$ cat src/rtl/core/eatrm_pkg.sv
// ----------------------------------------------------------------------------
// eatrm_pkg
// Shared constants, types and tables for the Euler angle to rotation matrix
// block.
// ----------------------------------------------------------------------------
package eatrm_pkg;

    localparam int ANGLE_BITS   = 16;
    localparam int FRAC_BITS    = 14;
    localparam int CORDIC_STEPS = 16;
    localparam int ELEM_BITS    = 16;
    localparam int Q30_BITS     = 34;
    localparam int Z_BITS       = 34;
    localparam int NUM_LANES    = 3;

    localparam logic signed [Q30_BITS-1:0] CORDIC_X0 = 34'sd652032874;

    typedef logic signed [Q30_BITS-1:0]  q30_t;
    typedef logic signed [ELEM_BITS-1:0] elem_t;
    typedef logic signed [ANGLE_BITS-1:0] angle_t;

    typedef struct packed {
        q30_t sin_v;
        q30_t cos_v;
    } sincos_t;

    function automatic logic signed [Z_BITS-1:0] atan_entry(input int i);
        logic signed [Z_BITS-1:0] v;
        case (i)
            0:  v = 34'sd536870912;
            1:  v = 34'sd316933406;
            2:  v = 34'sd167458907;
            3:  v = 34'sd85004756;
            4:  v = 34'sd42667331;
            5:  v = 34'sd21354465;
            6:  v = 34'sd10679838;
            7:  v = 34'sd5340245;
            8:  v = 34'sd2670163;
            9:  v = 34'sd1335087;
            10: v = 34'sd667544;
            11: v = 34'sd333772;
            12: v = 34'sd166886;
            13: v = 34'sd83443;
            14: v = 34'sd41722;
            15: v = 34'sd20861;
            16: v = 34'sd10430;
            17: v = 34'sd5215;
            18: v = 34'sd2608;
            19: v = 34'sd1304;
            20: v = 34'sd652;
            21: v = 34'sd326;
            22: v = 34'sd163;
            23: v = 34'sd81;
            24: v = 34'sd41;
            25: v = 34'sd20;
            26: v = 34'sd10;
            27: v = 34'sd5;
            28: v = 34'sd3;
            29: v = 34'sd1;
            30: v = 34'sd1;
            default: v = 34'sd0;
        endcase
        return v;
    endfunction

endpackage

$ cat src/rtl/core/eatrm_cordic.sv
// ----------------------------------------------------------------------------
// eatrm_cordic
// Pipelined rotation-mode CORDIC lane: one binary angle in, sine and cosine
// in Q30 out, one stage per iteration plus input and output stages.
// ----------------------------------------------------------------------------
module eatrm_cordic
(
    input  logic                clk,
    input  eatrm_pkg::angle_t   angle,
    output eatrm_pkg::sincos_t  result
);
    import eatrm_pkg::*;

    localparam int DEPTH = CORDIC_STEPS + 1;

    q30_t                    x_reg [DEPTH];
    q30_t                    y_reg [DEPTH];
    logic signed [Z_BITS-1:0] z_reg [DEPTH];
    logic [1:0]              q_reg [DEPTH];
    sincos_t                 result_reg;

    logic [31:0] phase;
    logic [31:0] phase_off;
    logic [1:0]  quad;
    logic [31:0] resid;

    assign phase     = {angle, {(32-ANGLE_BITS){1'b0}}};
    assign phase_off = phase + 32'h2000_0000;
    assign quad      = phase_off[31:30];
    assign resid     = phase - {quad, 30'd0};

    always_ff @(posedge clk)
    begin
        x_reg[0] <= CORDIC_X0;
        y_reg[0] <= '0;
        z_reg[0] <= Z_BITS'(signed'(resid));
        q_reg[0] <= quad;
        for (int i = 0; i < CORDIC_STEPS; i++)
        begin
            if (!z_reg[i][Z_BITS-1])
            begin
                x_reg[i+1] <= x_reg[i] - (y_reg[i] >>> i);
                y_reg[i+1] <= y_reg[i] + (x_reg[i] >>> i);
                z_reg[i+1] <= z_reg[i] - atan_entry(i);
            end
            else
            begin
                x_reg[i+1] <= x_reg[i] + (y_reg[i] >>> i);
                y_reg[i+1] <= y_reg[i] - (x_reg[i] >>> i);
                z_reg[i+1] <= z_reg[i] + atan_entry(i);
            end
            q_reg[i+1] <= q_reg[i];
        end
    end

    always_ff @(posedge clk)
    begin
        case (q_reg[CORDIC_STEPS])
            2'd0:
            begin
                result_reg.cos_v <= x_reg[CORDIC_STEPS];
                result_reg.sin_v <= y_reg[CORDIC_STEPS];
            end
            2'd1:
            begin
                result_reg.cos_v <= -y_reg[CORDIC_STEPS];
                result_reg.sin_v <= x_reg[CORDIC_STEPS];
            end
            2'd2:
            begin
                result_reg.cos_v <= -x_reg[CORDIC_STEPS];
                result_reg.sin_v <= -y_reg[CORDIC_STEPS];
            end
            default:
            begin
                result_reg.cos_v <= y_reg[CORDIC_STEPS];
                result_reg.sin_v <= -x_reg[CORDIC_STEPS];
            end
        endcase
    end

    assign result = result_reg;

endmodule

$ cat config.mk
export PLATFORM = sky130hd
export DESIGN_NAME = eatrm_cordic
export DESIGN_NICKNAME = d
export VERILOG_FILES = /design/src/rtl/core/eatrm_pkg.sv /design/src/rtl/core/eatrm_cordic.sv
export SDC_FILE = /design/constraint.sdc
export NUM_CORES = 2
export LEC_CHECK = 0
export ABC_AREA = 0
export BUFFER_PORTS_ARGS = -buffer_cell sky130_fd_sc_hd__buf_2
export CAP_MARGIN = 5
export CORE_ASPECT_RATIO = 1.25
export CORE_UTILIZATION = 50
export CTS_CLUSTER_SIZE = 28
export DETAILED_ROUTE_END_ITERATION = 8
export PLACE_DENSITY = 0.65
export SETUP_SLACK_MARGIN = 0.1
export SKIP_CTS_REPAIR_TIMING = 1
export SYNTH_ARGS = -nofsm -noshare
export SYNTH_HDL_FRONTEND = slang
export SYNTH_SLANG_ARGS = --single-unit
$ cat constraint.sdc
create_clock -name clk -period 5.24 [get_ports clk]
set_clock_uncertainty 0.1 [all_clocks]
set_input_delay 0.262 -clock clk [delete_from_list [all_inputs] [get_ports clk]]
set_output_delay 0.262 -clock clk [all_outputs]
set_load 0.005 [all_outputs]
==> metrics.txt <==
status finished clean; asr flop ratio synth 0%; number of synthesized flops with an enable pin 0; final cycle utilization of the critical path 92.7%; Fmax 206 MHz; synthesis-stage register bit count 1,545; post-synthesis average cell area 8.55 um^2; Num CTS Buffers 174; total of max-cap violations 0; top-count cell post-synth dfxtp_1; HP Class in -> reg; Top delay family on crit path simple AND/OR/NAND/NOR gates; Post-synth top cells dfxtp_1 (1,545), a21oi_1 (1,401), ha_1 (1,379), xnor2_1 (1,283), nor2_1 (1,175); hpwl dp 247,000 um; Syn Nets 14,300; Slew @ Worst Pin 1.04 ns; WP buf/inv 1; Critical Path, Cell by Cell or4_1, nor4b_1, buf_4, nor2_1, xnor2_1, ha_1, a21o_1, a2111oi_1, o21ai_1, nand3_1, a21oi_1, or4b_1, a221o_1, a41oi_2, nand2b_1, a21oi_1, xnor2_1; warnings from Yosys 0; H-tree depth 4; Layout area overhead 9.81%; Die Span Y 526 um; final antenna-violating net count 0; Hold Crit Start angle[13]; initial core utilization 50.5%; final hold viol count 0; Worst Path Arrival 5.54 ns; max reg flops 511; worst setup path startpoint y_reg[15][20]$_DFF_P_; first-pass GRT wire length 476,000 um; cell taking the most area after synthesis dfxtp_1; clock-pin slew on the worst setup and hold paths 0.07 ns; Reg-to-Reg Start y_reg[15][20]$_DFF_P_; initial antenna violation count 10; Clock Tree Buf Depth 4; Avg WL per Cell 18.9 um; Final Slew Violations 0; Setup WS post-layout 0.382 ns; number of global-route vias before repair 89,400; DRC 0; violation count after the first detailed-route iteration 5,847; largest net degree at the start of global routing 92; slew margin rel. 30.3%; critical path class reg -> reg; Setup TNS Final 0 ns; root buffer cell clkbuf_16; Worst setup EP type register; Max FO, Critical Path 6; vias per inst 5.76; worst-skew pair later-pin latency 0.87 ns; largest stage delay on the critical path 0.62 ns; core area 0.217 mm^2; share of cells above drive strength 1 5.55%; gpl congestion 0.974; Total Routing Usage GR 26.3%; # clock sinks 1,545; top_reg_cell synth dfxtp_1; Synth top area share 28.2%; Setup-failing EPs final 0; ranking of synthesized cells by area dfxtp_1 (28%), ha_1 (16%), xnor2_1 (10%); overflow left after global routing 0; Cell Area, Synth 0.110 mm^2; CTS tree built; cells after synthesis 12,800; Tmin final 4.86 ns; WP data required 5.92 ns; # rows 191; Cells after DPL 15,800; final wirelength 305,000 um; Distinct cells, synth 95; Port Buf Inserts 84; via count 92,800; startpoint type of the worst setup path register; share of the yosys chip area belonging to registers 28.2%; Die Area 0.221 mm^2; I/O pin total 85; TritonRoute pass-1 iters 6; fin cells 16,100; unrepaired setup endpoints after global routing yes; pre-CTS setup slack 0.273 ns; DIE WIDTH 421 um; Nets 14,500; slowest cell on the critical path or4_1
per-stage QoR:
stage / utilization (%) / area, um^2 / hold slack [ns]
floorplan: - / 110000 / 0.190
global placement: 52.5 / 114000 / 0.209
detailed placement: 52.5 / 114000 / 0.212
CTS: 55.2 / 120000 / -0.656
global route: 55.4 / 121000 / 0.0132
finish: 55.4 / 121000 / 0.0326
routing by layer:
| layer | vias up | global-route usage, % | wire length, um |
|---|---|---|---|
| li1 | 46500 | - | - |
| met1 | 43500 | 31.8 | 131000 |
| met2 | 2195 | 46.0 | 144000 |
| met3 | 669 | 3.12 | 12800 |
| met4 | 2 | 13.1 | 16400 |
| met5 | - | 0 | 11 |
worst paths after layout:
kind,endpoint,slack [ns],depth (start not counted)
worst max register to register,x_reg[16][30]$_DFF_P_,0.38,17
worst min register to register,q_reg[2][0]$_DFF_P_,0.23,0
worst min-delay path,z_reg[0][29]$_DFF_P_,0.03,2
worst max-delay path,x_reg[16][30]$_DFF_P_,0.38,17
cells in the final DEF, fill, tap and decap left out, types with 37 or more instances in the layout:
cell,netlist,routed
o21bai_1,163,163
or4_1,48,48
o21ai_0,600,600
buf_2,2,84
xnor2_1,1283,1283
nor2_1,1175,1174
clkbuf_16,0,177
nand2b_1,201,201
o211ai_1,46,46
nor3_1,336,331
buf_4,0,140
or3_1,80,80
o21a_1,215,215
nand3_1,204,204
and3_1,96,96
a31oi_1,146,146
mux2_2,64,64
a21boi_0,37,37
a21o_1,611,611
inv_1,519,519
nor2b_1,179,179
fa_1,42,42
xor2_1,638,638
a211o_1,41,41
nor4_1,88,83
nand2_1,591,591
o31a_1,43,43
and2_1,68,68
dfxtp_1,1545,1529
a211oi_1,107,104
nand4_1,91,91
ha_1,1379,1379
mux2i_1,56,56
o31ai_1,54,54
a21oi_1,1401,1398
cell families (layout without fill, tap and decap cells):
group	Yosys count	after routing	share of synthesized area [%]
buffers and inverters	720	1089	2.46
multiplexers	122	122	1.21
adder cells (fa/ha/maj)	1421	1421	16.5
other	0	11	0
AO/OA/AOI/OAI	3786	3786	21.7
XOR/XNOR	1921	1921	15.3
flip-flops	1545	1545	28.2
AND/OR/NAND/NOR	3328	3328	14.7
cell type report:
cell class	count	area, um^2
antenna	11	27.5
clock buffer	211	4740
clock inverter	96	1040
fill	19900	96900
inverter	523	1960
multi-input combinational	10600	76300
sequential	1545	31000
tap	2895	3620
timing repair buffer	259	1870
Power is not shown: default switching activity piles up to over one toggle a cycle in this logic, so the estimate is an artifact.
